`src/rtl/csid_pkg.sv`:
```
// Shared types and constants for the indexed-insert byte stack.
`default_nettype none

package csid_pkg;

  // Stack geometry and field widths
  localparam int unsigned DEPTH = 16;
  localparam int unsigned IdxW  = $clog2(DEPTH);
  localparam int unsigned CntW  = $clog2(DEPTH + 1);
  localparam int unsigned KeyW  = 8;
  localparam int unsigned CmdW  = 2;
  localparam int unsigned PosW  = 5;
  localparam int unsigned StatW = 3;

  // Command codes
  typedef enum logic [CmdW-1:0] {
    CMD_INSERT = 2'd0,
    CMD_DELETE = 2'd1,
    CMD_DUMP   = 2'd2,
    CMD_NOP    = 2'd3
  } cmd_e;

  // Status codes
  localparam logic [StatW-1:0] STATUS_OK       = 3'd0;
  localparam logic [StatW-1:0] STATUS_EMPTY    = 3'd1;
  localparam logic [StatW-1:0] STATUS_NOTFOUND = 3'd2;
  localparam logic [StatW-1:0] STATUS_FULL     = 3'd3;
  localparam logic [StatW-1:0] STATUS_BEYOND   = 3'd4;

  // Controller states
  typedef enum logic {
    S_IDLE = 1'b0,
    S_DUMP = 1'b1
  } state_e;

  // Input item
  typedef struct packed {
    logic [CmdW-1:0] cmd;
    logic [KeyW-1:0] key_in;
    logic [PosW-1:0] position;
  } in_item_t;

  // Result item
  typedef struct packed {
    logic [StatW-1:0] status;
    logic [KeyW-1:0]  key_out;
    logic [CntW-1:0]  count;
    logic             last;
  } out_item_t;

  // Per-cycle command broadcast to every cell
  typedef struct packed {
    logic ins;  // open a slot and write the key
    logic del;  // close the gap from the first match down
    logic rot;  // rotate live entries up by one (dump)
  } cell_ctrl_t;

endpackage

`default_nettype wire

```
`src/rtl/char_stack_indexed_insert_delete_top.sv`:
```
// Indexed-insert byte stack: a row of shifting cells under a small controller.
// Insert, delete, unused codes and a dump of an empty stack each give one result item.
// A dump gives one item per entry, one per cycle while the output slot can move, top first, rotating the row.
// A new item is taken each cycle while not dumping and the output slot can move.
// Reset clears the count, state, dump index and output valid; cell contents are undefined.
`default_nettype none

module char_stack_indexed_insert_delete_top (
  input  wire                    clk_i,
  input  wire                    rst_ni,
  input  wire                    in_valid_i,
  output logic                   in_ready_o,
  input  wire  csid_pkg::in_item_t  in_item_i,
  output logic                   out_valid_o,
  input  wire                    out_ready_i,
  output csid_pkg::out_item_t    out_item_o
);
  import csid_pkg::*;

  state_e          state_q, state_d;
  logic [CntW-1:0] count_q, count_d;
  logic [IdxW-1:0] dump_idx_q, dump_idx_d;
  logic            out_valid_q, out_valid_d;
  out_item_t       out_q, out_d;

  cell_ctrl_t      ctrl;
  logic            out_free;
  logic            accept;
  logic            emit;

  logic [KeyW-1:0] cell_data [DEPTH];
  logic            hit_chain [DEPTH+1];

  // Command decode
  logic            full, empty, beyond, found, dump_last;
  logic [PosW-1:0] ins_depth;
  logic [IdxW-1:0] ins_idx;

  assign full      = (count_q == CntW'(DEPTH));
  assign empty     = (count_q == '0);
  assign ins_depth = (empty || (in_item_i.position <= PosW'(1)))
                     ? '0 : (in_item_i.position - PosW'(1));
  assign beyond    = (ins_depth > PosW'(count_q));
  assign ins_idx   = ins_depth[IdxW-1:0];
  assign found     = hit_chain[DEPTH];
  assign dump_last = ((CntW'(dump_idx_q) + CntW'(1)) == count_q);

  assign out_free  = !out_valid_q || out_ready_i;
  assign accept    = in_valid_i && in_ready_o;

  // Cell row
  assign hit_chain[0] = 1'b0;

  for (genvar g = 0; g < DEPTH; g++) begin : g_cell
    logic [KeyW-1:0] above, below;
    if (g == 0) begin : g_top
      assign above = cell_data[0];
    end else begin : g_mid_a
      assign above = cell_data[g-1];
    end
    if (g == DEPTH - 1) begin : g_bot
      assign below = cell_data[g];
    end else begin : g_mid_b
      assign below = cell_data[g+1];
    end

    csid_cell u_cell (
      .clk_i     (clk_i),
      .idx_i     (IdxW'(g)),
      .ctrl_i    (ctrl),
      .key_i     (in_item_i.key_in),
      .ins_idx_i (ins_idx),
      .count_i   (count_q),
      .above_i   (above),
      .below_i   (below),
      .wrap_i    (cell_data[0]),
      .hit_i     (hit_chain[g]),
      .hit_o     (hit_chain[g+1]),
      .data_o    (cell_data[g])
    );
  end

  // Next state
  always_comb begin
    state_d = state_q;
    unique case (state_q)
      S_IDLE: begin
        if (accept && (in_item_i.cmd == CMD_DUMP) && !empty) begin
          state_d = S_DUMP;
        end
      end
      S_DUMP: begin
        if (out_free && dump_last) begin
          state_d = S_IDLE;
        end
      end
      default: state_d = S_IDLE;
    endcase
  end

  // Controller outputs and datapath updates
  always_comb begin
    in_ready_o = 1'b0;
    emit       = 1'b0;
    ctrl       = '0;
    count_d    = count_q;
    dump_idx_d = dump_idx_q;
    out_d      = out_q;
    unique case (state_q)
      S_IDLE: begin
        in_ready_o = out_free;
        if (accept) begin
          out_d.key_out = '0;
          out_d.last    = 1'b1;
          out_d.count   = count_q;
          out_d.status  = STATUS_OK;
          emit          = 1'b1;
          unique case (in_item_i.cmd)
            CMD_INSERT: begin
              if (full) begin
                out_d.status = STATUS_FULL;
              end else if (beyond) begin
                out_d.status = STATUS_BEYOND;
              end else begin
                ctrl.ins    = 1'b1;
                count_d     = count_q + CntW'(1);
                out_d.count = count_q + CntW'(1);
              end
            end
            CMD_DELETE: begin
              if (empty) begin
                out_d.status = STATUS_EMPTY;
              end else if (!found) begin
                out_d.status = STATUS_NOTFOUND;
              end else begin
                ctrl.del    = 1'b1;
                count_d     = count_q - CntW'(1);
                out_d.count = count_q - CntW'(1);
              end
            end
            CMD_DUMP: begin
              if (empty) begin
                out_d.status = STATUS_EMPTY;
              end else begin
                emit       = 1'b0;
                dump_idx_d = '0;
              end
            end
            default: begin
            end
          endcase
        end
      end
      S_DUMP: begin
        if (out_free) begin
          emit          = 1'b1;
          ctrl.rot      = 1'b1;
          out_d.status  = STATUS_OK;
          out_d.key_out = cell_data[0];
          out_d.count   = count_q;
          out_d.last    = dump_last;
          dump_idx_d    = dump_idx_q + IdxW'(1);
        end
      end
      default: begin
      end
    endcase
  end

  // Output valid
  always_comb begin
    if (emit) begin
      out_valid_d = 1'b1;
    end else if (out_ready_i) begin
      out_valid_d = 1'b0;
    end else begin
      out_valid_d = out_valid_q;
    end
  end

  // Control registers
  always_ff @(posedge clk_i or negedge rst_ni) begin
    if (!rst_ni) begin
      state_q     <= S_IDLE;
      count_q     <= '0;
      out_valid_q <= 1'b0;
      dump_idx_q  <= '0;
    end else begin
      state_q     <= state_d;
      count_q     <= count_d;
      out_valid_q <= out_valid_d;
      dump_idx_q  <= dump_idx_d;
    end
  end

  // Result payload
  always_ff @(posedge clk_i) begin
    out_q <= out_d;
  end

  assign out_valid_o = out_valid_q;
  assign out_item_o  = out_q;

endmodule

`default_nettype wire

```
`src/rtl/csid_cell.sv`:
```
// One stack cell: holds an entry, compares it, and shifts with its neighbors.
`default_nettype none

module csid_cell (
  input  wire                             clk_i,
  input  wire  [csid_pkg::IdxW-1:0]       idx_i,
  input  wire  csid_pkg::cell_ctrl_t      ctrl_i,
  input  wire  [csid_pkg::KeyW-1:0]       key_i,
  input  wire  [csid_pkg::IdxW-1:0]       ins_idx_i,
  input  wire  [csid_pkg::CntW-1:0]       count_i,
  input  wire  [csid_pkg::KeyW-1:0]       above_i,
  input  wire  [csid_pkg::KeyW-1:0]       below_i,
  input  wire  [csid_pkg::KeyW-1:0]       wrap_i,
  input  wire                             hit_i,
  output logic                            hit_o,
  output logic [csid_pkg::KeyW-1:0]       data_o
);
  import csid_pkg::*;

  logic [KeyW-1:0] data_q, data_d;
  logic            live;
  logic            is_tail;

  // Cell lies inside the stack, and is the bottom live cell
  assign live    = ({1'b0, idx_i} < count_i);
  assign is_tail = ((CntW'(idx_i) + CntW'(1)) == count_i);

  // First-match chain from the top
  assign hit_o = hit_i | (live && (data_q == key_i));

  // Next entry
  always_comb begin
    data_d = data_q;
    if (ctrl_i.ins) begin
      if (idx_i == ins_idx_i) begin
        data_d = key_i;
      end else if (idx_i > ins_idx_i) begin
        data_d = above_i;
      end
    end else if (ctrl_i.del) begin
      if (hit_o) begin
        data_d = below_i;
      end
    end else if (ctrl_i.rot) begin
      data_d = is_tail ? wrap_i : below_i;
    end
  end

  // Entry storage, no reset
  always_ff @(posedge clk_i) begin
    data_q <= data_d;
  end

  assign data_o = data_q;

endmodule

`default_nettype wire

```
`config.mk`:
```
export PLATFORM = sky130hd
export DESIGN_NAME = char_stack_indexed_insert_delete_top
export DESIGN_NICKNAME = d
export VERILOG_FILES = /design/src/rtl/csid_pkg.sv /design/src/rtl/char_stack_indexed_insert_delete_top.sv /design/src/rtl/csid_cell.sv
export SDC_FILE = /design/constraint.sdc
export NUM_CORES = 1
export LEC_CHECK = 0
export BUFFER_PORTS_ARGS = -buffer_cell sky130_fd_sc_hd__buf_2
export CAP_MARGIN = 15
export CORE_ASPECT_RATIO = 0.7
export CORE_UTILIZATION = 50
export CTS_CLUSTER_SIZE = 8
export DETAILED_ROUTE_END_ITERATION = 6
export PLACE_DENSITY = 0.8
export SYNTH_ARGS = -nofsm -noshare
export SYNTH_HDL_FRONTEND = slang
export SYNTH_SLANG_ARGS = --single-unit
```
`constraint.sdc`:
```
create_clock -name clk_i -period 4.5 [get_ports clk_i]
set_clock_uncertainty 0.05 [all_clocks]
set_input_delay 0.9 -clock clk_i [delete_from_list [all_inputs] [get_ports clk_i]]
set_output_delay 0.9 -clock clk_i [all_outputs]
set_load 0.05 [all_outputs]
```
# Word level (Yosys, flattened, before mapping)
# Cells that the tools add are included.
[totals]
reg_bits = 156
inputBits = 19
out_inout_bits = 19
word_cells = 366
[op_classes]
n_addsub = 5
n_lt_le_gt_ge = 33
eq_ne = 88
n_mux = 150
bitwise_logic = 16
reduce_logical = 50
[op_table]
columns = ["op", "count"]
rows = [
  ["8-bit 2-to-1 mux", 110],
  ["8-bit equality test", 16],
  ["3-bit by 1-bit inequality test with 1-bit output (second input constant)", 30],
  ["3-bit AND reduction", 14],
  ["4-bit by 5-bit equality test with 1-bit output (first input constant)", 8],
  ["4-bit by 5-bit < comparator with 1-bit output (first input constant)", 8],
  ["17-bit 2-to-1 mux", 2],
  ["17-bit one-hot mux with 2 select lines", 1],
  ["4-bit equality test (first input constant)", 8],
  ["4-bit greater-than comparator (first input constant)", 8],
  ["5-bit 2-to-1 mux", 5],
  ["3-bit by 5-bit equality test with 1-bit output (first input constant)", 4],
  ["1-bit logical AND", 20],
  ["3-bit by 5-bit < comparator with 1-bit output (first input constant)", 4],
  ["1-bit 2-to-1 mux", 17],
  ["3-bit by 4-bit equality test with 1-bit output (first input constant)", 4],
  ["3-bit by 4-bit greater-than comparator with 1-bit output (first input constant)", 4],
  ["4-bit 2-to-1 mux", 4],
  ["1-bit OR", 15],
  ["4-bit AND reduction", 3],
  ["2-bit by 5-bit equality test with 1-bit output (first input constant)", 2],
  ["1-bit by 5-bit < comparator with 1-bit output (first input constant)", 2],
  ["2-bit by 5-bit < comparator with 1-bit output (first input constant)", 2],
  ["5-bit one-hot mux with 2 select lines", 1],
  ["33 further kinds", 50],
]

# Logic depth before layout (Yosys ltp)
[depth]
ltp_word = 24
ltp_mapped = 19

# Cells and area by module
# Synthesis repeated with hierarchy kept, for this count alone.
[hier_totals]
cells_unflattened = 1650
area_unflattened_um2 = 16564.6
[modules_own_cells]
columns = ["module", "instances", "cells_each", "area_per_inst_um2", "seq_area_each_um2"]
rows = [
  ["csid_cell", 16, 90, 913.4, 240.2],
  ["char_stack_indexed_insert_delete_top", 1, 210, 1950.6, 785.8],
]

# Worst setup path after synthesis
# Ideal clock, no wire load.
[synth_path]
kind = "in2reg"
start = "input in_item_i[1] (netlist bit)"
end = "register g_cell[2].u_cell.data_q[0], enable pin"
setup_time_ps = 383
arrival_time_ps = 4039
required_ps = 4067
setup_slack_ps = 27
cell_stages = 16
path_buffers = 4
path_cell_list = "inv_1 -> ha_1 -> o21bai_1 -> a21o_1 -> buf_4 -> nand2b_1 -> inv_2 -> ha_1 -> and4_1 -> a221o_1 -> nand3_1 -> buf_2 -> buf_2 -> clkbuf_1 -> nor2_1 -> nor3_1"
[synth_between]
elab_chain_cells = 11
[synth_lines]
columns = ["item", "line_no", "rtl"]
rows = [
  ["start, declared", "char_stack_indexed_insert_delete_top.sv:13", "input wire csid_pkg::in_item_t in_item_i,"],
  ["5-bit by 1-bit <= comparator with 1-bit output", "char_stack_indexed_insert_delete_top.sv:41", "assign ins_depth = (empty || (in_item_i.position <= PosW'(1)))"],
  ["1-bit logical OR", "char_stack_indexed_insert_delete_top.sv:41", ""],
  ["5-bit 2-to-1 mux (*)", "char_stack_indexed_insert_delete_top.sv:42", "? '0 : (in_item_i.position - PosW'(1));"],
  ["5-bit greater-than comparator", "char_stack_indexed_insert_delete_top.sv:43", "assign beyond = (ins_depth > PosW'(count_q));"],
  ["1-bit 2-to-1 mux", "char_stack_indexed_insert_delete_top.sv:122", "end else if (beyond) begin"],
  ["1-bit 2-to-1 mux", "char_stack_indexed_insert_delete_top.sv:120", "if (full) begin"],
  ["1-bit 2-to-1 mux", "char_stack_indexed_insert_delete_top.sv:118", "unique case (in_item_i.cmd)"],
  ["2-bit 2-to-1 mux", "char_stack_indexed_insert_delete_top.sv:112", "if (accept) begin"],
  ["2-bit 2-to-1 mux", "char_stack_indexed_insert_delete_top.sv:109", "unique case (state_q)"],
  ["3-bit by 1-bit inequality test with 1-bit output (no source line) / 3-bit nonzero test (equally long branches)", "-", ""],
  ["3-bit AND reduction (no source line) (*)", "-", ""],
  ["end signal, assigned", "csid_cell.sv:51", "data_q <= data_d;"],
  ["end, declared", "csid_cell.sv:20", "logic [KeyW-1:0] data_q, data_d;"],
]
# Every way passes the cells marked *; elsewhere a longest branch is shown, timed or not.
# A chain may end at the register's enable or synchronous reset.

# Worst setup path after layout
[layout_path]
start = "register count_q[1]"
end = "register g_cell[2].u_cell.data_q[6], data pin"
[layout_between]
elab_chain_cells = 24
[layout_lines]
columns = ["item", "line_no", "rtl"]
rows = [
  ["start, declared", "char_stack_indexed_insert_delete_top.sv:21", "logic [CntW-1:0] count_q, count_d;"],
  ["start signal, assigned", "char_stack_indexed_insert_delete_top.sv:190", "count_q <= count_d;"],
  ["1-bit by 5-bit < comparator with 1-bit output", "csid_cell.sv:25", "assign live = ({1'b0, idx_i} < count_i);"],
  ["1-bit logical AND", "csid_cell.sv:29", "assign hit_o = hit_i | (live && (data_q == key_i));"],
  ["1-bit OR (15 in a row)", "csid_cell.sv:29", ""],
  ["1-bit 2-to-1 mux", "char_stack_indexed_insert_delete_top.sv:133", "end else if (!found) begin"],
  ["1-bit 2-to-1 mux", "char_stack_indexed_insert_delete_top.sv:131", "if (empty) begin"],
  ["1-bit 2-to-1 mux", "char_stack_indexed_insert_delete_top.sv:118", ""],
  ["2-bit 2-to-1 mux", "char_stack_indexed_insert_delete_top.sv:112", ""],
  ["2-bit 2-to-1 mux", "char_stack_indexed_insert_delete_top.sv:109", ""],
  ["8-bit 2-to-1 mux", "csid_cell.sv:40", "end else if (ctrl_i.del) begin"],
  ["8-bit 2-to-1 mux (*)", "csid_cell.sv:34", "if (ctrl_i.ins) begin"],
  ["named net g_cell[2].u_cell.data_d[6]", "csid_cell.sv:20", ""],
]
# The timed path passes the listed nets; every way through them passes the cells marked *. The select of a mux whose other input is x is not followed.

==> key figures <==
Synthesis
  – Most area-consuming cells after synthesis: edfxtp_1 (37%), mux2i_1 (8.1%), o221ai_1 (7.3%)
  – Post-Synthesis Mean Instance Area: ~10 um^2
  – Synth async-reset ratio: 0.0705
  – Part of the Yosys area used for sequential elements: 0.392
  – Synth top area share: 0.369
  – Post-synth EDFFs: 145
  – Mapped Area: between 10000 and 15000 um^2
  – Yosys reg bits: 156
  – Synth Warn #: 0
  – Cell variety after synth: between 70 and 80
  – Synth Instances: ~1200
  – Top FF cell, synth: edfxtp_1
  – Cell taking the most area after synthesis: edfxtp_1
  – Post-Syn Nets: between 1000 and 1500

Power and ir drop
  – Int Pwr: around 0.0040 W
  – Sw Pwr: 0.00271 W
  – Clock Power Share: 0.207
  – Power Density: between 500 and 600 nW/um^2
  – Maximum vdd drop: roughly 0.00032 V
  – Net Sw Frac: 0.404
  – Logic gate share of total power: 0.402
  – Leakage: a little under 5 nW
  – Share of power burned in registers: 0.391

Timing
  – Setup TNS: 0 ns
  – Fin crit share: 0.900
  – Final min period: 4.05 ns
  – Worst relative slew slack: 0.381
  – Hold Vio Cnt, Final: 0
  – Top achievable clock speed: ~250 MHz
  – Slew Viols, Final: 0
  – Worst Tran Pin Value: between 0.9 and 1 ns
  – Min Hold Slack: between 0.2 and 0.3 ns
  – RSZ-0062 raised after global routing: no
  – Final Setup Violations: 0

Setup path
  – Worst EP required: about 4.6 ns
  – R2r endpoint: g_cell[2].u_cell.data_o[6]
  – Critical path arrival: between 4 and 5 ns
  – CP Max Fanout: 18
  – CP Capture Type: register
  – FF-to-FF Start: count_q[1]
  – End of the critical path: g_cell[2].u_cell.data_o[6]
  – Worst r2r path cells: 14
  – FF-to-FF setup slack: roughly 0.45 ns
  – Crit Path Category: reg2reg
  – Crit path launch type: register
  – CP Launch Point: count_q[1]

Flow run
  – Max-Cap Viols: 0

Detailed routing
  – Wire per inst: about 25 um
  – DR vias/cell: 6.96
  – Routed met3 length: roughly 4.7 mm
  – First DRT Iteration DRCs: about 1600
  – Antenna-violating nets left: 0
  – Metal-1 WL: ~16 mm
  – TritonRoute pass-1 iters: 6
  – DR top layer: met4
  – Routed via count: approximately 10000
  – Metal2 WL: roughly 15 mm
  – WL final: approximately 37 mm
  – DRC: 0

Clocking
  – CTS Hold Buffers Added: 0
  – Clk sink count: ~160
  – Root Buffer: clkbuf_16
  – H-tree depth: 4
  – Max clock buf depth: 2
  – Skew-Pair Late Insertion Delay: around 0.45 ns
  – Clock-pin slew on the worst setup and hold paths: ~0.060 ns
  – CTS tree: yes
  – Total setup buffers inserted after CTS: 0
  – # resized after CTS: 0
  – CTS Buf Count: 17

Placement
  – Cell count after placement: 1474
  – Dpl cell area: between 10000 and 15000 um^2
  – Detailed placement HPWL: about 26 mm
  – PortBufs: 37
  – Gp weighted congestion: 0.978

GRT
  – Number of global-route vias before repair: between 9000 and 10000
  – Total grt overflow: 0
  – Largest net degree at the start of global routing: 93
  – First-pass GRT wire length: between 50 and 60 mm
  – Initial antenna violation count: 0
  – Gr usage total: 0.313

Layout
  – Layout cell share with drive strength beyond 1: 0.135
  – Fin cells: between 1500 and 2000
  – Fillers: a little under 2000
  – Area Growth Syn to Fin: 9.74%
  – Final nets: about 1200
  – Final core occ: 0.566
  – Design area: about 13000 um^2
  – Antenna diodes: 0

Hold path
  – Hold/Removal Path Class: in2async

Floorplan
  – # IOs: 38
  – FP Rows: 46
  – Core ar.: about 23000 um^2
  – Initial Utilization: 0.515
  – Die span in x: roughly 190 um
  – Die span in y: 131 um
  – Area of the die: about 24000 um^2

Outcome
  – Run status: complete, no violations
## kinds of logic after synthesis
group	count (synthesis)	share of synthesized area
XOR/XNOR	139	0.103
multiplexers	95	0.0805
AO/OA/AOI/OAI	345	0.223
AND/OR/NAND/NOR	276	0.126
buffers and inverters	142	0.0621
flip-flops	156	0.392
adder cells (fa/ha/maj)	13	0.0138
## layer usage
metal | up-vias | track usage
met5 | - | 0
met4 | 0 | 0.128
met3 | 114 | 0.0710
met2 | 766 | 0.444
met1 | 5029 | 0.457
li1 | 4564 | -
## how the worst min path moves through the flow
stage | from | end | depth (start not counted)
after global routing | rst_ni | out_valid_o | 1
final | rst_ni | count_q[4] | 1
after global placement | dump_idx_q[0] | dump_idx_q[0] | 1
after CTS | rst_ni | out_valid_o | 1
after detailed placement | dump_idx_q[0] | dump_idx_q[0] | 1
after floorplan | dump_idx_q[0] | dump_idx_q[0] | 1
## registers in the layout, indices dropped and copies added, names as in the netlist
| signal | flops |
|---|---|
| g_cell.u_cell.data_o | 128 |
| out_item_o | 17 |
| out_valid_o | 1 |
| state_q | 1 |
| count_q | 5 |
| dump_idx_q | 4 |
## synthesized netlist by cell type, drive strengths merged (2+ instances only)
cell,instances
or3,4
dfrtp,11
o221ai,98
nor4,18
buf,56
o211a,3
o311a,3
o31ai,3
nand4,24
clkbuf,55
and3,6
o31a,7
a221oi,9
or2,2
nor3,25
and2,10
a221o,2
nor2b,8
xor2,65
inv,30
a22oi,4
o311ai,2
o21ai,36
ha,13
a211oi,7
and4,3
nand2b,12
o211ai,102
mux2i,95
a21o,3
edfxtp,145
nor2,58
a21oi,36
nand3,25
a31oi,3
a32oi,4
o22ai,9
nand2,76
o21a,4
xnor2,74
## final cells by class
| cell class | instances | area (um^2) | area share |
|---|---|---|---|
| timing repair buffer | 107 | 823 | 0.0635 |
| clock inverter | 10 | 100 | 0.00773 |
| inverter | 31 | 116 | 0.00898 |
| sequential | 156 | 4630 | 0.357 |
| multi-input combinational | 868 | 6460 | 0.498 |
| clock buffer | 21 | 440 | 0.0340 |
| tap | 312 | 390 | 0.0301 |
## power groups by stage
stage	registers (W)	clock network [W]	logic [W]
global placement	0.00262	0	0.00252
floorplan	0.00262	0	0.00177
global route	0.00266	0.00145	0.00288
finish	0.00263	0.00139	0.00270
detailed placement	0.00263	0	0.00260
CTS	0.00261	0.00139	0.00262
## placed cells by master (no fill, tap or decap), drive strengths merged, types with 58 or more instances in the layout
cell type	synthesis	routed
xor2	65	65
xnor2	74	74
buf	56	107
o221ai	98	98
mux2i	95	95
o211ai	102	102
nand2	76	76
edfxtp	145	145
nor2	58	58
## worst max-delay path, stage by stage (launching register included)
cell and delay, ns:
dfrtp_1 0.38, inv_1 0.08, ha_1 0.16, nor4b_4 0.43, a21o_1 0.26, nand2b_1 0.22, inv_2 0.12, ha_1 0.30
o21a_1 0.11, o21ai_0 0.14, a221o_1 0.33, nand3_4 0.20, buf_4 0.28, nand2_1 0.46, o221ai_1 0.24
## metrics by stage
step / total power [W] / setup slack, ns
finish: 0.00671 / 0.449
global route: 0.00699 / 0.243
CTS: 0.00662 / 0.548
detailed placement: 0.00523 / 0.193
global placement: 0.00514 / 0.285
floorplan: 0.00439 / 0.0274
Power figures use the tool's default switching activity.
